File: src/rtl/core/cnks_pkg.sv
`timescale 1ns / 1ps
`default_nettype none

package cnks_pkg;

  // Geometry of the key table and of one text vector.
  localparam int unsigned VectorLen    = 24;
  localparam int unsigned TableEntries = 1024;
  localparam int unsigned CodeW        = 8;
  localparam int unsigned RowW         = VectorLen * CodeW;
  localparam int unsigned PosW         = $clog2(VectorLen + 1);
  localparam int unsigned NormW        = $clog2(VectorLen * 255 * 255 + 1);
  localparam int unsigned ProdW        = 2 * CodeW;
  localparam int unsigned SqW          = 2 * NormW;
  localparam int unsigned MulW         = 2 * NormW;
  localparam int unsigned CmpW         = SqW + NormW;
  localparam int unsigned IdxW         = (TableEntries > 1) ? $clog2(TableEntries) : 1;
  localparam int unsigned CntW         = $clog2(TableEntries + 1);
  localparam int unsigned BestW        = 10;
  localparam int unsigned EntryW       = RowW + NormW;

  // Command codes on the input channel.
  localparam logic CmdKey   = 1'b0;
  localparam logic CmdQuery = 1'b1;

  // Key table write request from the front end.
  typedef struct packed {
    logic              en;
    logic [IdxW-1:0]   addr;
    logic [RowW-1:0]   row;
    logic [NormW-1:0]  norm;
  } cnks_kwr_t;

  // One query waiting for the scan engine.
  typedef struct packed {
    logic [RowW-1:0]   row;
    logic [NormW-1:0]  norm;
    logic [CntW-1:0]   count;
  } cnks_query_t;

  typedef enum logic [1:0] {
    BK_IDLE,
    BK_SCAN,
    BK_DRAIN,
    BK_DONE
  } cnks_back_state_e;

endpackage

`default_nettype wire

File: src/rtl/core/cnks_queue.sv
`timescale 1ns / 1ps
`default_nettype none

module cnks_queue
  import cnks_pkg::*;
(
  input  wire logic         clk_i,
  input  wire logic         rst_ni,
  input  wire logic         push_i,
  input  wire cnks_query_t  push_data_i,
  output logic              full_o,
  input  wire logic         pop_i,
  output logic              valid_o,
  output cnks_query_t       pop_data_o
);

  cnks_query_t     mem_q [2];
  logic            wr_q, wr_d;
  logic            rd_q, rd_d;
  logic [1:0]      fill_q, fill_d;

  assign full_o     = (fill_q == 2'd2);
  assign valid_o    = (fill_q != 2'd0);
  assign pop_data_o = mem_q[rd_q];

  // Two-entry ring of pending queries.
  always_comb begin
    wr_d   = wr_q;
    rd_d   = rd_q;
    fill_d = fill_q;
    if (push_i) begin
      wr_d = !wr_q;
    end
    if (pop_i) begin
      rd_d = !rd_q;
    end
    if (push_i && !pop_i) begin
      fill_d = fill_q + 2'd1;
    end else if (pop_i && !push_i) begin
      fill_d = fill_q - 2'd1;
    end
  end

  always_ff @(posedge clk_i) begin
    if (push_i) begin
      mem_q[wr_q] <= push_data_i;
    end
  end

  always_ff @(posedge clk_i or negedge rst_ni) begin
    if (!rst_ni) begin
      wr_q   <= 1'b0;
      rd_q   <= 1'b0;
      fill_q <= '0;
    end else begin
      wr_q   <= wr_d;
      rd_q   <= rd_d;
      fill_q <= fill_d;
    end
  end

endmodule

`default_nettype wire

File: config.mk
export PLATFORM = sky130hd
export DESIGN_NAME = cnks_queue
export DESIGN_NICKNAME = d
export VERILOG_FILES = /design/src/rtl/core/cnks_pkg.sv /design/src/rtl/core/cnks_queue.sv
export SDC_FILE = /design/constraint.sdc
export NUM_CORES = 1
export LEC_CHECK = 0
export BUFFER_PORTS_ARGS = -buffer_cell sky130_fd_sc_hd__clkbuf_2
export CAP_MARGIN = 20
export CORE_UTILIZATION = 47
export DETAILED_ROUTE_END_ITERATION = 12
export GPL_ROUTABILITY_DRIVEN = 0
export PLACE_DENSITY = 0.75
export SLEW_MARGIN = 10
export SYNTH_ARGS = -nofsm -noshare
export SYNTH_HDL_FRONTEND = slang
export SYNTH_SLANG_ARGS = --single-unit
File: constraint.sdc
create_clock -name clk_i -period 11 [get_ports clk_i]
set_input_delay 2.75 -clock clk_i [delete_from_list [all_inputs] [get_ports clk_i]]
set_output_delay 2.75 -clock clk_i [all_outputs]
set_load 0.1 [all_outputs]
==> impl_results.md <==
* Outcome: complete, no violations
* First-pass GRT wire length at 48.0 mm
* CP Cell Sequence: buf_4 > mux2_4 > clkbuf_2
* Max-cap violations at 0
* CTS tree: done
* I/O Buffers at 453
* DRT iter0 DRCs at 462
* CP max stage delay at 1.11 ns
* Arr. time, crit path at 3.51 ns
* Die area at 0.0369 mm²
* DR vias at 8353
* Adder-cell share of the synthesized area at 0.000738
* Critical-path top delay cell: dfrtp_4
* CTS Buf Count at 46
* Startpoint Class: register
* Die height at 192 µm
* CORE AREA at 0.0356 mm²
* Skew-Pair Late Insertion Delay at 0.55 ns
* Vias in the first global route at 8560
* Reg2Reg Setup Slack at 8.33 ns
* Sequential fraction of the synthesis area at 0.799
* Largest net degree at the start of global routing at 122
* H-tree depth at 2
* CTS max path bufs at 3
* Initial antenna violation count at 5
* Fillers at 2631
* Hold-critical path depth at 1
* Sink Count at 452
* GR peak layer: met2
* Mean routed wirelength per cell at 20.1 µm
* Pin slew with the least headroom to its limit at 1.13 ns
* Initial core utilization at 0.477
* Avg Synthesized Cell Area at 23.8 µm²
* Fin Setup TNS at 0 ns
* Routed WL at 34.0 mm
* Layout Skew at 0.0121 ns
* Flip-flop and latch area at 0.0136 mm²
* Worst Setup End Kind: output pin
* Met1 Use GR at 0.197
* FP Rows at 69
* Synth Area in Simple Gates at 0.00170
* R2R depth at 2
* Max Fclk at 160 MHz
* Die width at 192 µm
* Final hold viol count at 0
* Crit share post-route at 0.569
* Hold WC Path Type: register to register
* Via density at 4.93
* DRC viols at 0
* Area leader, netlist: edfxtp_1
* Synth Instances at 713
* Largest family of logic cells by synthesized area: multiplexers
* Pins Over Slew Limit at 0
* Gr usage total at 0.177
* Max FO, Critical Path at 74
* Fin crit period at 6.26 ns
* Setup Fix Bufs, Post-CTS at 0
* Detailed Place HPWL at 23.0 mm
* Met2 layer usage reported by global route at 0.312
* Total grt overflow at 0
* Cell variety after synth at 14
* CTS resizes at 0
* Synthesized Nets at 942
* Slew margin rel. at 0.247
* Post-synthesis mux area share at 0.182
* GR Util met3 at 0.0541
* Hold EP: fill_q[1]
* Io pins at 454
* Post-Syn Area at 0.0170 mm²
* R2R Path Start: wr_q
* CP Class: register to output pin
* Reg2reg end: mem_q[1][215]
* Drt pass-1 iters at 4
* Compound-cell area share of the yosys netlist at 0
* Final net count at 1425
* Final setup viols at 0
* CP Buf/Inv Count at 2
* Footprint of the multi-input gates at 0.00318 mm²
* XOR/XNOR Fraction of Synth Area at 0.00258
* Synth area leaders: edfxtp_1 79%, mux2_4 13%, mux2_2 4.9%, buf_6 1.2%, dfrtp_1 0.59%
* Ratio of cells with drive above 1 in the final layout at 0.611
* Post-route ant nets at 0
* P&R area growth vs syn at 24.3%
* CTS clock-pin slew for the worst setup and hold paths at 0.06 ns
* Hold buffers post-CTS at 0
* Hold path start: fill_q[1]
* Top cell type's share of synthesized area at 0.793
* Yosys Warn Count at 0
* Yosys reg bits at 452
* RSZ-0062 raised after global routing: false
* CTS root buf: clkbuf_16
* CP delay by family, top: buffers and inverters
* Worst endpoint required time at 8.25 ns
==> stage by stage <==
| step | hold slack, ns | instances | cell area, µm² | setup slack [ns] | utilization |
|---|---|---|---|---|---|
| floorplan | 0.447 | 713 | 17000 | 1.98 | - |
| global placement | 0.467 | 1609 | 19700 | 5.35 | 0.552 |
| global route | 0.539 | 1693 | 21100 | 4.53 | 0.593 |
| finish | 0.515 | 1694 | 21100 | 4.74 | 0.593 |
| detailed placement | 0.486 | 1609 | 19700 | 5.27 | 0.552 |
| CTS | 0.503 | 1690 | 21100 | 4.66 | 0.592 |
==> worst max path at each step <==
stage          slack, ns  cells after the start  startpoint              end
2_1_floorplan       1.98                      1      push_i      mem_q[0][0]
6_report            4.74                      3        rd_q   pop_data_o[87]
3_5_place_dp        5.27                      3        rd_q   pop_data_o[94]
3_3_place_gp        5.35                      3        rd_q   pop_data_o[38]
5_1_grt             4.53                      3        rd_q  pop_data_o[129]
4_1_cts             4.66                      3        rd_q   pop_data_o[94]
==> worst reg2reg max path: cells and delay by family, from the launching register on <==
family / cells / cell delay (ns)
and+or+nand+nor: 1 / 0.87
DFF: 1 / 0.41
buffers and inverters: 1 / 0.98
==> kinds of logic after synthesis <==
| kind of cell | count (synthesis) |
|---|---|
| multiplexers | 224 |
| flip-flops | 452 |
| adder cells (fa/ha/maj) | 1 |
| buffers and inverters | 26 |
| XOR/XNOR | 5 |
| AND/OR/NAND/NOR | 5 |
==> layout make-up <==
cell class,instances,area share
sequential,452,0.643
multi-input combinational,235,0.151
timing repair buffer,460,0.111
clock buffer,54,0.0591
tap,461,0.0274
clock inverter,27,0.00831
antenna,4,0.000475
inverter,1,0.000178
==> sequential cells by signal (all words and copies together), names as in the netlist <==
| signal | flops |
|---|---|
| rd_q | 1 |
| wr_q | 1 |
| mem_q | 448 |
| fill_q | 2 |
==> routing by layer <==
layer / wire, µm / vias to the layer above
met5: 13 / -
met4: 1010 / 2
met3: 2570 / 71
met2: 17900 / 334
met1: 12400 / 4128
li1: - / 3818
==> cell usage after synthesis, drive strengths merged <==
cell type and instances:
and2 1, buf 25, dfrtp 4, edfxtp 448
ha 1, inv 1, mux2 224, nor2 1
nor2b 2, or2 1, xnor2 1, xor2 4
==> cells in the final DEF (no fill, tap or decap) <==
cell type / instances
and2_4: 1
buf_12: 1
buf_4: 6
bufinv_16: 2
clkbuf_1: 5
clkbuf_16: 49
clkbuf_2: 453
clkinv_1: 13
clkinv_2: 10
clkinvlp_4: 1
dfrtp_1: 3
dfrtp_4: 1
diode_2: 4
edfxtp_1: 448
ha_1: 1
inv_1: 1
inv_6: 1
mux2_2: 74
mux2_4: 150
nor2_1: 1
nor2b_1: 1
nor2b_4: 1
or2_2: 1
xnor2_1: 1
xor2_1: 4
Power is left out: the tool's default activity adds up to more than one toggle a clock period on the data nets, which glitch-free logic cannot reach.
