==> src/rtl/core/cnks_pkg.sv <==
`timescale 1ns / 1ps
`default_nettype none

package cnks_pkg;

  // Geometry of the key table and of one text vector.
  localparam int unsigned VectorLen    = 24;
  localparam int unsigned TableEntries = 1024;
  localparam int unsigned CodeW        = 8;
  localparam int unsigned RowW         = VectorLen * CodeW;
  localparam int unsigned PosW         = $clog2(VectorLen + 1);
  localparam int unsigned NormW        = $clog2(VectorLen * 255 * 255 + 1);
  localparam int unsigned ProdW        = 2 * CodeW;
  localparam int unsigned SqW          = 2 * NormW;
  localparam int unsigned MulW         = 2 * NormW;
  localparam int unsigned CmpW         = SqW + NormW;
  localparam int unsigned IdxW         = (TableEntries > 1) ? $clog2(TableEntries) : 1;
  localparam int unsigned CntW         = $clog2(TableEntries + 1);
  localparam int unsigned BestW        = 10;
  localparam int unsigned EntryW       = RowW + NormW;

  // Command codes on the input channel.
  localparam logic CmdKey   = 1'b0;
  localparam logic CmdQuery = 1'b1;

  // Key table write request from the front end.
  typedef struct packed {
    logic              en;
    logic [IdxW-1:0]   addr;
    logic [RowW-1:0]   row;
    logic [NormW-1:0]  norm;
  } cnks_kwr_t;

  // One query waiting for the scan engine.
  typedef struct packed {
    logic [RowW-1:0]   row;
    logic [NormW-1:0]  norm;
    logic [CntW-1:0]   count;
  } cnks_query_t;

  typedef enum logic [1:0] {
    BK_IDLE,
    BK_SCAN,
    BK_DRAIN,
    BK_DONE
  } cnks_back_state_e;

endpackage

`default_nettype wire

==> src/rtl/core/cnks_in_if.sv <==
`timescale 1ns / 1ps
`default_nettype none

interface cnks_in_if
  import cnks_pkg::*;
();
  logic             valid;
  logic             ready;
  logic             command;
  logic [CodeW-1:0] char_code;
  logic             text_end;

  modport source (output valid, output command, output char_code, output text_end,
                  input ready);
  modport sink   (input valid, input command, input char_code, input text_end,
                  output ready);
endinterface

`default_nettype wire

==> src/rtl/core/cnks_front.sv <==
`timescale 1ns / 1ps
`default_nettype none

module cnks_front
  import cnks_pkg::*;
(
  input  wire logic    clk_i,
  input  wire logic    rst_ni,
  cnks_in_if.sink      in_i,
  input  wire logic    q_full_i,
  output cnks_kwr_t    kwr_o,
  output logic         q_push_o,
  output cnks_query_t  q_data_o
);

  logic [PosW-1:0]  pos_q, pos_d;
  logic [RowW-1:0]  row_q, row_d;
  logic [NormW-1:0] norm_q, norm_d;
  logic [CntW-1:0]  count_q, count_d;
  logic [RowW-1:0]  row_n;
  logic [NormW-1:0] norm_n;
  logic [ProdW-1:0] sq_code;
  logic             accept;

  assign in_i.ready = !q_full_i;
  assign accept     = in_i.valid && in_i.ready;
  assign sq_code    = ProdW'(in_i.char_code) * ProdW'(in_i.char_code);

  // Place the character into the text vector unless the text is already full.
  always_comb begin
    row_n  = row_q;
    norm_n = norm_q;
    if (pos_q < PosW'(VectorLen)) begin
      for (int j = 0; j < VectorLen; j++) begin
        if (pos_q == PosW'(j)) begin
          row_n[j*CodeW +: CodeW] = in_i.char_code;
        end
      end
      norm_n = norm_q + NormW'(sq_code);
    end
  end

  // Text buffer, table fill count and the requests to the table and queue.
  always_comb begin
    pos_d      = pos_q;
    row_d      = row_q;
    norm_d     = norm_q;
    count_d    = count_q;
    kwr_o.en   = 1'b0;
    kwr_o.addr = count_q[IdxW-1:0];
    kwr_o.row  = row_n;
    kwr_o.norm = norm_n;
    q_push_o   = 1'b0;
    q_data_o.row   = row_n;
    q_data_o.norm  = norm_n;
    q_data_o.count = count_q;
    if (accept) begin
      row_d  = row_n;
      norm_d = norm_n;
      if (pos_q < PosW'(VectorLen)) begin
        pos_d = pos_q + PosW'(1);
      end
      if (in_i.text_end) begin
        pos_d  = '0;
        row_d  = '0;
        norm_d = '0;
        if (in_i.command == CmdKey) begin
          if (count_q < CntW'(TableEntries)) begin
            kwr_o.en = 1'b1;
            count_d  = count_q + CntW'(1);
          end
        end else begin
          q_push_o = 1'b1;
        end
      end
    end
  end

  always_ff @(posedge clk_i or negedge rst_ni) begin
    if (!rst_ni) begin
      pos_q   <= '0;
      row_q   <= '0;
      norm_q  <= '0;
      count_q <= '0;
    end else begin
      pos_q   <= pos_d;
      row_q   <= row_d;
      norm_q  <= norm_d;
      count_q <= count_d;
    end
  end

endmodule

`default_nettype wire

==> src/flat_wrapper.sv <==
// flat-port wrapper written by rule: the top's interface ports become plain ports
module cnks_front_flat import cnks_pkg::*;
  (clk_i, rst_ni, q_full_i, kwr_o, q_push_o, q_data_o, in_i_valid, in_i_command, in_i_char_code, in_i_text_end, in_i_ready);
  cnks_in_if in_i_i ();
  input  wire logic clk_i;
  input  wire logic rst_ni;
  input  wire logic q_full_i;
  output cnks_kwr_t kwr_o;
  output logic q_push_o;
  output cnks_query_t q_data_o;
  input wire logic [$bits(in_i_i.valid)-1:0] in_i_valid;
  input wire logic [$bits(in_i_i.command)-1:0] in_i_command;
  input wire logic [$bits(in_i_i.char_code)-1:0] in_i_char_code;
  input wire logic [$bits(in_i_i.text_end)-1:0] in_i_text_end;
  output wire logic [$bits(in_i_i.ready)-1:0] in_i_ready;
  assign in_i_i.valid = in_i_valid;
  assign in_i_i.command = in_i_command;
  assign in_i_i.char_code = in_i_char_code;
  assign in_i_i.text_end = in_i_text_end;
  assign in_i_ready = in_i_i.ready;
  cnks_front u_core (.clk_i(clk_i), .rst_ni(rst_ni), .in_i(in_i_i), .q_full_i(q_full_i), .kwr_o(kwr_o), .q_push_o(q_push_o), .q_data_o(q_data_o));
endmodule
==> config.mk <==
export PLATFORM = sky130hd
export DESIGN_NAME = cnks_front_flat
export DESIGN_NICKNAME = d
export VERILOG_FILES = /design/src/rtl/core/cnks_pkg.sv /design/src/rtl/core/cnks_in_if.sv /design/src/rtl/core/cnks_front.sv /design/src/flat_wrapper.sv
export SDC_FILE = /design/constraint.sdc
export NUM_CORES = 1
export LEC_CHECK = 0
export BUFFER_PORTS_ARGS = -buffer_cell sky130_fd_sc_hd__buf_2
export CORE_AREA = 2 2 183 185
export DETAILED_ROUTE_END_ITERATION = 7
export DIE_AREA = 0 0 185 187
export PLACE_DENSITY = 0.74
export SETUP_SLACK_MARGIN = 0.05
export SYNTH_ARGS = -nofsm -noshare
export SYNTH_HDL_FRONTEND = slang
export SYNTH_SLANG_ARGS = --single-unit
==> constraint.sdc <==
create_clock -name clk_i -period 13.1 [get_ports clk_i]
set_clock_uncertainty 0.1 [all_clocks]
set_input_delay 2.62 -clock clk_i [delete_from_list [all_inputs] [get_ports clk_i]]
set_output_delay 2.62 -clock clk_i [all_outputs]
set_load 0.03 [all_outputs]
==> results of run 1 <==
synth_stat cells (all sizes together), types with 2 or more instances:
library cell / number
nand2: 110
ha: 50
o21a: 5
mux2: 190
and3: 10
nand3: 10
clkbuf: 63
o211ai: 2
xor2: 6
a21oi: 12
nor2b: 11
nand4: 10
a211oi: 2
and2: 23
clkinv: 2
o21ai: 79
a211o: 2
buf: 241
o2111ai: 2
a21o: 14
or3: 2
a221oi: 2
inv: 77
xnor2: 22
nand2b: 3
nor2: 34
a22o: 165
o41ai: 2
a31oi: 2
fa: 37
o31ai: 3
or2: 2
dfrtp: 229
worst register-to-register path: stages (launching register included):
cell and delay [ns]:
dfrtp_1 0.35, inv_1 0.10, fa_1 0.56, inv_1 0.06, fa_1 0.48, fa_1 0.54
inv_1 0.05, fa_1 0.47, inv_1 0.04, ha_1 0.31, and2_1 0.17, a221oi_1 0.46
a211o_1 0.26, a21oi_1 0.13, o21a_1 0.24, o311ai_2 0.22
layer usage:
layer / part of all wire (%) / global-route usage, % / vias to the layer above
met5: 0 / 0 / -
met4: 1.8 / 5.34 / 0
met3: 6.2 / 3.29 / 56
met2: 48 / 40.3 / 478
met1: 44 / 35.7 / 5938
li1: - / - / 5199
metrics by stage:
| stage | instance area [um^2] | hold slack, ns | setup slack [ns] | instances | util, % |
|---|---|---|---|---|---|
| floorplan | 15200 | 0.346 | 2.45 | 1438 | - |
| global placement | 16100 | 0.357 | 2.58 | 2054 | 49.1 |
| detailed placement | 16100 | 0.366 | 2.43 | 2054 | 49.1 |
| CTS | 17000 | 0.379 | 2.43 | 2104 | 51.9 |
| global route | 17000 | 0.399 | 2.12 | 2104 | 51.9 |
| finish | 17000 | 0.375 | 2.40 | 2104 | 51.9 |
cells by family (layout without fill, tap and decap cells):
group	after synthesis	in the layout	share of synthesized area, %
and+or+nand+nor	220	220	6.99
AOI/OAI and AO/OA	300	300	15.3
muxes	191	191	14.2
DFF	229	229	37.8
xor gates and xnor gates	28	28	1.62
adders and majority gates	87	87	9.01
buffers and inverters	383	601	15.1
registers in the layout (all words and copies together), names as in the netlist:
register        count
u_core.pos_q        5
u_core.norm_q      21
u_core.count_q     11
u_core.row_q      192
power groups by stage:
stage               combinational (uW)  clock [uW]  sequential, uW
finish                            1760         774             788
CTS                               1760         788             787
global route                      1910         817             793
detailed placement                1750           0             799
floorplan                         1490           0             798
global placement                  1720           0             797
cell type report:
class | count | area (um^2)
clock buffer | 36 | 749
clock inverter | 14 | 155
fill | 2971 | 15800
inverter | 79 | 297
multi-input combinational | 826 | 7160
sequential | 229 | 5730
tap | 448 | 561
timing repair buffer | 472 | 2390
worst paths after layout:
check | startpoint | endpoint | slack [ns]
worst max register to register | u_core.norm_q[7] | u_core.norm_q[18] | 8.49
max in group asynchronous | rst_ni | u_core.row_q[4] | 9.45
worst max-delay path | in_i_char_code[5] | kwr_o[16] | 2.40
worst min-delay path | u_core.row_q[158] | u_core.row_q[158] | 0.38
min in group asynchronous | rst_ni | u_core.row_q[132] | 2.03
worst min register to register | u_core.row_q[158] | u_core.row_q[158] | 0.38
==> key figures, run 1 <==
Power and ir drop
  • Clock power frac: 23.3%
  • Overall power: 3320 uW
  • Combinational share of power: 52.9%
  • VDD IR max: 0.519 mV
  • Power share of the sequential group: 23.8%
  • Sw frac: 46.9%
  • Pint: 1760 uW
  • Leak pwr: 0.00956 uW
  • Switching power: 1560 uW
  • Power per cell area: 195 mW/mm^2

Worst hold path
  • Hold Crit Depth: 2
  • Min-delay worst type: flop to flop

Yosys
  • Ys async rst share: 100%
  • Sequential share of the synthesized area: 37.8%
  • Distinct cells, synth: 59
  • Syn avg cell area: 10.5 um^2
  • Cell area after synthesis: 0.0152 mm^2
  • Post-synth EDFFs: 0
  • Yosys top cell by area: dfrtp_1
  • Post-synth top flop: dfrtp_1
  • Share of the synthesized area in the top cell type: 37.8%
  • Mapped Nets: 1539
  • Post-Synthesis Cells: 1438
  • YS warnings: 0
  • Largest cells by area after synthesis: dfrtp_1 (38%), mux2_2 (14%), buf_4 (11%)
  • Seq cells post-synth: 229

Outcome
  • Outcome: finished clean

Final layout
  • Antenna diodes: 0
  • Most frequent cells in the layout: buf_2 (462), dfrtp_1 (229), mux2_2 (187), a22o_1 (165), nand2_1 (110)
  • Share of cells above drive strength 1: 44.2%
  • NumNets Final: 1736
  • Area growth from synthesis to layout: 12.4%
  • Commonest non-fill, non-tap cell in the layout: buf_2

Global route
  • First-pass GRT wire length: 67000 um
  • Largest net degree at the start of global routing: 103
  • All-layer global routing usage: 24.9%
  • Grt ovf: 0
  • Antenna violations before repair: 0
  • Vias in the first global route: 11000

Worst setup path
  • Setup CP Type: primary input to primary output
  • Critical path depth in cells: 20
  • Worst setup SP type: primary input
  • Critical Path AT: 7.98 ns
  • CP Cell Sequence: buf_2 > buf_4 > clkinv_1 > nor2_1 > ha_1 > a31oi_1 > fa_1 > inv_1 > fa_1 > inv_1 > fa_1 > inv_1 > ha_1 > a21o_1 > nor2b_1 > a2111oi_4 > a21oi_1 > o21a_1 > o31ai_1 > buf_2
  • Reg2reg path depth: 15
  • CP top delay family: adder cells
  • CP max-delay cell: clkinv_1
  • WP data required: 10.38 ns
  • CP max stage delay: 0.58 ns
  • Kind of end point of the critical path: primary output
  • Crit path max fanout: 27
  • Worst path bufs/invs: 7

Timing
  • Fmax: 93.4 MHz
  • Setup Total Neg Slack: 0 ns
  • Post-route minimum period: 10.70 ns
  • Worst-margin pin slew: 0.997 ns
  • Fin. Hold Viols: 0
  • Final Slew Violations: 0
  • Slew margin rel.: 33.5%
  • Period utilisation layout: 81.7%
  • RSZ-0062 raised after global routing: false
  • Setup violators final: 0

Floorplanning
  • Num ports: 464
  • Die H: 187 um
  • Die area: 0.0346 mm^2
  • Initial core utilization: 46.2%
  • Num rows: 67
  • Die width: 185 um
  • Core box area: 0.0329 mm^2

Clock tree
  • CTS tree: built
  • Root Driver: clkbuf_16
  • Clock buffer depth: 3
  • Worst-path clk slew: 0.06 ns
  • Clock Sinks: 229
  • Number of gates resized after CTS: 0
  • Worst skew pair latency: 0.54 ns
  • CTS Buf Count: 27
  • H-tree depth: 1
  • Post-CTS Setup Inserts: 0
  • Hold_buf cts: 0

Drt
  • Routed WL: 44600 um
  • DR WL/cell: 21.2 um
  • Drt drc: 0
  • Drt pass-1 iters: 5
  • Final antenna-violating net count: 0
  • Total number of vias: 11700
  • 1st-iter DRT viols: 780
  • Vias per inst: 5.55

Place
  • GPL Wtd Cong: 0.872
  • DP Wirelength: 30800 um
  • Number of buffers added on ports: 463

Run
  • Max cap viols: 0
(Power assumes the default switching activity.)
==> run 2, diff against run 1 <==
- CORE_AREA: 2 2 183 185 -> unset
- CORE_UTILIZATION: unset -> 48
- DIE_AREA: 0 0 185 187 -> unset
- PLACE_DENSITY: 0.74 -> 0.78
- clock period: 13.1 -> 9.5 ns (I/O delays scaled with it)
==> key figures, run 2 (same netlist as run 1, synthesis figures left out) <==
Final layout
  • Max reg flops: 192 (unchanged)
  • Commonest non-fill, non-tap cell in the layout: buf_2 (unchanged)
  • Non-filler cells, final: 2055 (was 2104)
  • Most frequent cells in the layout: buf_2 (462), dfrtp_1 (229), mux2_2 (187), a22o_1 (165), nand2_1 (110) (unchanged)
  • NumNets Final: 1742 (was 1736)
  • Area growth from synthesis to layout: 11.9% (was 12.4%)
  • Fin area: 0.0170 mm^2 (about the same)
  • Share of cells above drive strength 1: 44.3% (was 44.2%)
  • Reg with most FFs: u_core.row_q (unchanged)
  • Fill cells: 2674 (was 2971)
  • Largest registers: u_core.row_q x192, u_core.norm_q x21, u_core.count_q x11 (unchanged)

Drt
  • DR WL/cell: 22.1 um (was 21.2 um)
  • 1st-iter DRT viols: 818 (was 780)
  • Routed WL: 45500 um (was 44600 um)
  • Drt pass-1 iters: 8 (was 5)
  • Vias per inst: 5.75 (was 5.55)
  • Final antenna-violating net count: 0 (unchanged)
  • Drt drc: 26 (was 0)
  • Total number of vias: 11800 (was 11700)

Timing
  • Final WS setup: 0.611 ns (was 2.40 ns)
  • Setup violators final: 0 (unchanged)
  • Final Slew Violations: 0 (unchanged)
  • Fin. Hold Viols: 0 (unchanged)
  • Final hold slack: 0.378 ns (was 0.375 ns)
  • Post-route minimum period: 8.89 ns
  • Fmax: 113 MHz
  • Setup Total Neg Slack: 0 ns (unchanged)
  • Worst-margin pin slew: 1.11 ns (was 0.997 ns)
  • RSZ-0062 raised after global routing: false (unchanged)
  • Period utilisation layout: 93.6%
  • Slew margin rel.: 26.2% (was 33.5%)

Place
  • Number of buffers added on ports: 463 (unchanged)
  • Placement Setup Slack: 0.701 ns (was 2.43 ns)
  • Placed cell areas: 0.0161 mm^2 (about the same)
  • GPL Wtd Cong: 0.908 (was 0.872)
  • Placed Cells: 2010 (was 2054)
  • DP Wirelength: 32400 um (was 30800 um)

Worst setup path
  • Kind of end point of the critical path: primary output (unchanged)
  • CP Cell Sequence: buf_2 > buf_4 > and2_1 > fa_1 > fa_1 > fa_1 > inv_1 > fa_1 > inv_1 > ha_1 > a21o_1 > nor2b_1 > a2111oi_4 > a21oi_1 > o21a_1 > o31ai_1 > buf_2 (was buf_2 > buf_4 > clkinv_1 > nor2_1 > ha_1 > a31oi_1 > fa_1 > inv_1 > fa_1 > inv_1 > fa_1 > inv_1 > ha_1 > a21o_1 > nor2b_1 > a2111oi_4 > a21oi_1 > o21a_1 > o31ai_1 > buf_2)
  • Worst setup SP type: primary input (unchanged)
  • Setup CP Type: primary input to primary output (unchanged)
  • CP max-delay cell: fa_1 (was clkinv_1)
  • Crit path max fanout: 15 (was 27)
  • CP max stage delay: 0.52 ns (was 0.58 ns)
  • Cell mode on critical path: fa_1
  • WP data required: 7.50 ns (was 10.38 ns)
  • Critical Path AT: 6.89 ns (was 7.98 ns)
  • Reg2reg path depth: 15 (unchanged)

Power and ir drop
  • Power per cell area: 266 mW/mm^2 (was 195 mW/mm^2)
  • VDD IR max: 0.465 mV (was 0.519 mV)
  • Leak pwr: 0.00955 uW (was 0.00956 uW)

Floorplanning
  • Initial core utilization: 49.2% (was 46.2%)
  • Die H: 180 um (was 187 um)
  • Num ports: 464 (unchanged)
  • Die width: 180 um (was 185 um)
  • Num rows: 64 (was 67)
  • Core box area: 0.0308 mm^2 (was 0.0329 mm^2)
  • Die area: 0.0323 mm^2 (was 0.0346 mm^2)

Clock tree
  • Worst skew pair latency: 0.55 ns (was 0.54 ns)
  • Number of gates resized after CTS: 0 (unchanged)
  • CTS Buf Count: 25 (was 27)
  • Clock buffer depth: 3 (unchanged)
  • H-tree depth: 1 (unchanged)
  • CTS tree: built (unchanged)
  • Root Driver: clkbuf_16 (unchanged)
  • Clock Sinks: 229 (unchanged)
  • Post-CTS Setup Inserts: 0 (unchanged)
  • Hold_buf cts: 0 (unchanged)
  • Worst-path clk slew: 0.06 ns (about the same)

Global route
  • First-pass GRT wire length: 69100 um (was 67000 um)
  • Vias in the first global route: 11500 (was 11000)
  • Largest net degree at the start of global routing: 101 (was 103)
  • All-layer global routing usage: 27.4% (was 24.9%)
  • Grt ovf: 0 (unchanged)
  • Antenna violations before repair: 2 (was 0)

Worst hold path
  • Min-delay worst type: flop to flop (unchanged)
  • Hold Crit Depth: 2 (unchanged)

Outcome
  • Failing checks: DRC
  • Outcome: finished, violations left (was finished clean)

Run
  • Max cap viols: 0 (unchanged)
## run 2: cell types whose count changed in the layout (fill, tap and decap cells not counted), moves of 2 or more
cell	delta
clkbuf_8	+2
clkbuf_16	-2
inv_6	-2
buf_4	+8
clkinv_2	-5
## run 2: area by class of cell
class | count | area, um^2 | share of cell area (%)
Multi-Input combinational cell | 826 | 7160 | 42.2
Sequential cell | 229 | 5730 | 33.8
Timing Repair Buffer | 480 | 2450 | 14.5
Clock buffer | 36 | 727 | 4.28
Tap cell | 396 | 495 | 2.92
Inverter | 79 | 297 | 1.75
Clock inverter | 8 | 110 | 0.649
Antenna cell | 1 | 2.50 | 0.0147
## run 2: final timing paths
kind / slack, ns / start / endpoint
worst max-delay path: 0.61 / in_i_char_code[3] / q_data_o[27]
worst min-delay path: 0.38 / u_core.row_q[142] / u_core.row_q[142]
worst max register to register: 4.99 / u_core.norm_q[7] / u_core.norm_q[18]
worst min register to register: 0.38 / u_core.row_q[142] / u_core.row_q[142]
max in group asynchronous: 6.63 / rst_ni / u_core.row_q[110]
min in group asynchronous: 1.28 / rst_ni / u_core.row_q[28]
## run 2: routing by layer
metal / share of wire [%] / wire length (um) / track usage, %
met5: 0 / 0 / 0
met4: 3.5 / 1590 / 10.4
met3: 5.8 / 2660 / 3.46
met2: 48 / 21700 / 45.5
met1: 43 / 19500 / 36.7
## run 2: metrics by stage
step / util (%) / total power, uW
after floorplan: - / 3150
after global placement: 52.3 / 3490
after detailed placement: 52.3 / 3530
after CTS: 55.0 / 4550
after global routing: 55.1 / 4760
final: 55.1 / 4520
## run 2: worst max-delay path: cells and delay by family
| family | cells | cell delay [ns] |
|---|---|---|
| AO/OA/AOI/OAI | 5 | 1.23 |
| AND/OR/NAND/NOR | 2 | 0.34 |
| adder cells (fa/ha/maj) | 5 | 2.31 |
| buffers and inverters | 5 | 1.09 |
## run 2: power by group
| part | leakage (uW) | internal (uW) | switching [uW] |
|---|---|---|---|
| Sequential | 0.00316 | 1030 | 53.7 |
| Combinational | 0.00598 | 764 | 1660 |
| Clock | 0.000407 | 587 | 416 |
| Total | 0.00955 | 2380 | 2130 |
==> run 3, diff against run 2 <==
- BUFFER_PORTS_ARGS: -buffer_cell sky130_fd_sc_hd__buf_2 -> unset
- CORE_AREA: unset -> 2 2 183 185
- CORE_UTILIZATION: 48 -> unset
- DIE_AREA: unset -> 0 0 185 187
- DONT_BUFFER_PORTS: unset -> 1
- PLACE_DENSITY: 0.78 -> 0.64
==> key figures, run 3 (same netlist as run 1, synthesis figures left out) <==
Timing
  • Fmax: 117 MHz (was 113 MHz)
  • Period utilisation layout: 89.6% (was 93.6%)
  • Worst-margin pin slew: 1.09 ns (was 1.11 ns)
  • RSZ-0062 raised after global routing: false (unchanged)
  • Setup violators final: 0 (unchanged)
  • Final hold slack: 0.370 ns (was 0.378 ns)
  • Final Slew Violations: 0 (unchanged)
  • Slew margin rel.: 27.6% (was 26.2%)
  • Fin. Hold Viols: 0 (unchanged)
  • Setup Total Neg Slack: 0 ns (unchanged)
  • Post-route minimum period: 8.51 ns (was 8.89 ns)

Clock tree
  • Number of gates resized after CTS: 0 (unchanged)
  • CTS Buf Count: 28 (was 25)
  • CTS tree: built (unchanged)
  • Worst-path clk slew: 0.06 ns (about the same)
  • Clock Sinks: 229 (unchanged)
  • Post-CTS Setup Inserts: 0 (unchanged)
  • Clock buffer depth: 3 (unchanged)
  • Hold_buf cts: 0 (unchanged)
  • Root Driver: clkbuf_16 (unchanged)
  • H-tree depth: 1 (unchanged)
  • Worst skew pair latency: 0.55 ns (about the same)

Worst hold path
  • Hold Crit Depth: 2 (unchanged)
  • Worst Hold Path EP: u_core.row_q[155] (was u_core.row_q[142])
  • HP Start: u_core.row_q[155] (was u_core.row_q[142])
  • Min-delay worst type: flop to flop (unchanged)

Final layout
  • Area growth from synthesis to layout: -1.72% (was 11.9%)
  • Most frequent cells in the layout: dfrtp_1 (229), mux2_2 (187), a22o_1 (165), nand2_1 (110), inv_1 (75) (was buf_2 (462), dfrtp_1 (229), mux2_2 (187), a22o_1 (165), nand2_1 (110))
  • Fill cells: 3089 (was 2674)
  • Largest registers: u_core.row_q x192, u_core.norm_q x21, u_core.count_q x11 (unchanged)
  • Max reg flops: 192 (unchanged)
  • Commonest non-fill, non-tap cell in the layout: dfrtp_1 (was buf_2)
  • Antenna diodes: 0 (was 1)
  • NumNets Final: 1294 (was 1742)
  • Share of cells above drive strength 1: 23.9% (was 44.3%)
  • Reg with most FFs: u_core.row_q (unchanged)
  • Fin area: 0.0149 mm^2 (was 0.0170 mm^2)

Worst setup path
  • Critical Path AT: 6.51 ns (was 6.89 ns)
  • CP max stage delay: 0.54 ns (was 0.52 ns)
  • CP top delay family: adder cells (unchanged)
  • CP max-delay cell: fa_1 (unchanged)
  • Setup CP Type: primary input to primary output (unchanged)
  • Internal reg-to-reg setup slack: 4.94 ns (was 4.99 ns)
  • CP Cell Sequence: clkinv_1 > ha_1 > or2_2 > fa_1 > fa_1 > inv_1 > fa_1 > inv_1 > ha_1 > and2_1 > a221oi_1 > a21oi_1 > o211ai_1 > a21o_1 > o211a_1 (was buf_2 > buf_4 > and2_1 > fa_1 > fa_1 > fa_1 > inv_1 > fa_1 > inv_1 > ha_1 > a21o_1 > nor2b_1 > a2111oi_4 > a21oi_1 > o21a_1 > o31ai_1 > buf_2)
  • Worst setup SP type: primary input (unchanged)
  • Worst r2r src: u_core.norm_q[7] (unchanged)
  • Crit path max fanout: 26 (was 15)
  • Worst path bufs/invs: 3 (was 5)
  • Reg-to-Reg End: u_core.norm_q[18] (unchanged)
  • Reg2reg path depth: 15 (unchanged)
  • Kind of end point of the critical path: primary output (unchanged)
  • Cell mode on critical path: fa_1 (unchanged)
  • WP data required: 7.50 ns (about the same)

Floorplanning
  • Num rows: 67 (was 64)
  • Die area: 0.0346 mm^2 (was 0.0323 mm^2)
  • Initial core utilization: 46.2% (was 49.2%)
  • Core box area: 0.0329 mm^2 (was 0.0308 mm^2)
  • Die width: 185 um (was 180 um)
  • Die H: 187 um (was 180 um)
  • Num ports: 464 (unchanged)

Global route
  • Largest net degree at the start of global routing: 230 (was 101)
  • Grt ovf: 0 (unchanged)
  • All-layer global routing usage: 24.0% (was 27.4%)
  • Vias in the first global route: 10100 (was 11500)
  • Antenna violations before repair: 1 (was 2)
  • First-pass GRT wire length: 64100 um (was 69100 um)

Drt
  • 1st-iter DRT viols: 600 (was 818)
  • Drt drc: 0 (was 26)
  • Met2 routed WL: 19600 um (was 21700 um)
  • Highest metal used: met4 (unchanged)
  • WL met1: 18100 um (was 19500 um)
  • DR WL/cell: 25.2 um (was 22.1 um)
  • Total number of vias: 9898 (was 11800)
  • Vias per inst: 5.95 (was 5.75)
  • WL met3: 3200 um (was 2660 um)
  • Routed WL: 41900 um (was 45500 um)
  • Final antenna-violating net count: 0 (unchanged)
  • Drt pass-1 iters: 5 (was 8)

Place
  • GPL Wtd Cong: 0.831 (was 0.908)
  • Placed cell areas: 0.0140 mm^2 (was 0.0161 mm^2)
  • Number of buffers added on ports: 0 (was 463)
  • DP Wirelength: 27800 um (was 32400 um)

Outcome
  • Outcome: finished clean (was finished, violations left)

Power and ir drop
  • Power per cell area: 287 mW/mm^2 (was 266 mW/mm^2)
  • Leak pwr: 0.00721 uW (was 0.00955 uW)
  • VDD IR max: 0.221 mV (was 0.465 mV)

Run
  • Max cap viols: 0 (unchanged)
-- run 3: cell type report --
| class | instances | area (um^2) | area share (%) |
|---|---|---|---|
| repair buffers | 29 | 218 | 1.46 |
| inverters | 79 | 297 | 1.99 |
| clock buffers | 42 | 813 | 5.46 |
| multi-input cells | 826 | 7170 | 48.1 |
| well taps | 448 | 561 | 3.76 |
| flip-flops and latches | 229 | 5730 | 38.4 |
| clock inverters | 10 | 121 | 0.814 |
-- run 3: where the power goes --
part | leakage (uW) | internal, uW | switching (uW)
clock network | 0.000457 | 646 | 435
logic | 0.00359 | 580 | 1500
registers | 0.00316 | 1030 | 88.3
-- run 3: worst reg2reg max path: stages (launching register included) --
cell,delay (ns)
dfrtp_1,0.35
inv_1,0.09
fa_1,0.53
inv_1,0.05
fa_1,0.48
fa_1,0.54
inv_1,0.05
fa_1,0.48
inv_1,0.04
ha_1,0.31
and2_1,0.16
a221oi_1,0.46
a211o_1,0.26
a21oi_1,0.13
o21a_1,0.23
o311ai_2,0.20
-- run 3: per-layer routing --
layer,vias up,global-route usage (%)
met4,0,6.84
met2,426,38.2
met3,57,6.04
li1,4302,-
met5,-,0
met1,5113,32.5
-- run 3: worst max path at each step --
| stage | startpoint | end | slack (ns) | cells past startpoint |
|---|---|---|---|---|
| floorplan | in_i_char_code[5] | q_data_o[27] | 0.29 | 18 |
| global route | in_i_char_code[3] | q_data_o[23] | 0.71 | 15 |
| detailed placement | in_i_char_code[3] | q_data_o[23] | 1.0 | 15 |
| global placement | in_i_char_code[3] | q_data_o[23] | 1.04 | 15 |
| CTS | in_i_char_code[3] | q_data_o[23] | 1.0 | 15 |
| finish | in_i_char_code[3] | q_data_o[23] | 0.99 | 15 |
-- run 3: metrics by stage --
stage,total power [uW],utilization [%],setup WS (ns),instances
3_5_place_dp,3220,42.5,0.998,1611
5_1_grt,4550,45.4,0.713,1663
6_report,4280,45.4,0.986,1663
4_1_cts,4320,45.4,0.997,1663
2_1_floorplan,3150,-,0.291,1438
3_3_place_gp,3190,42.5,1.04,1611
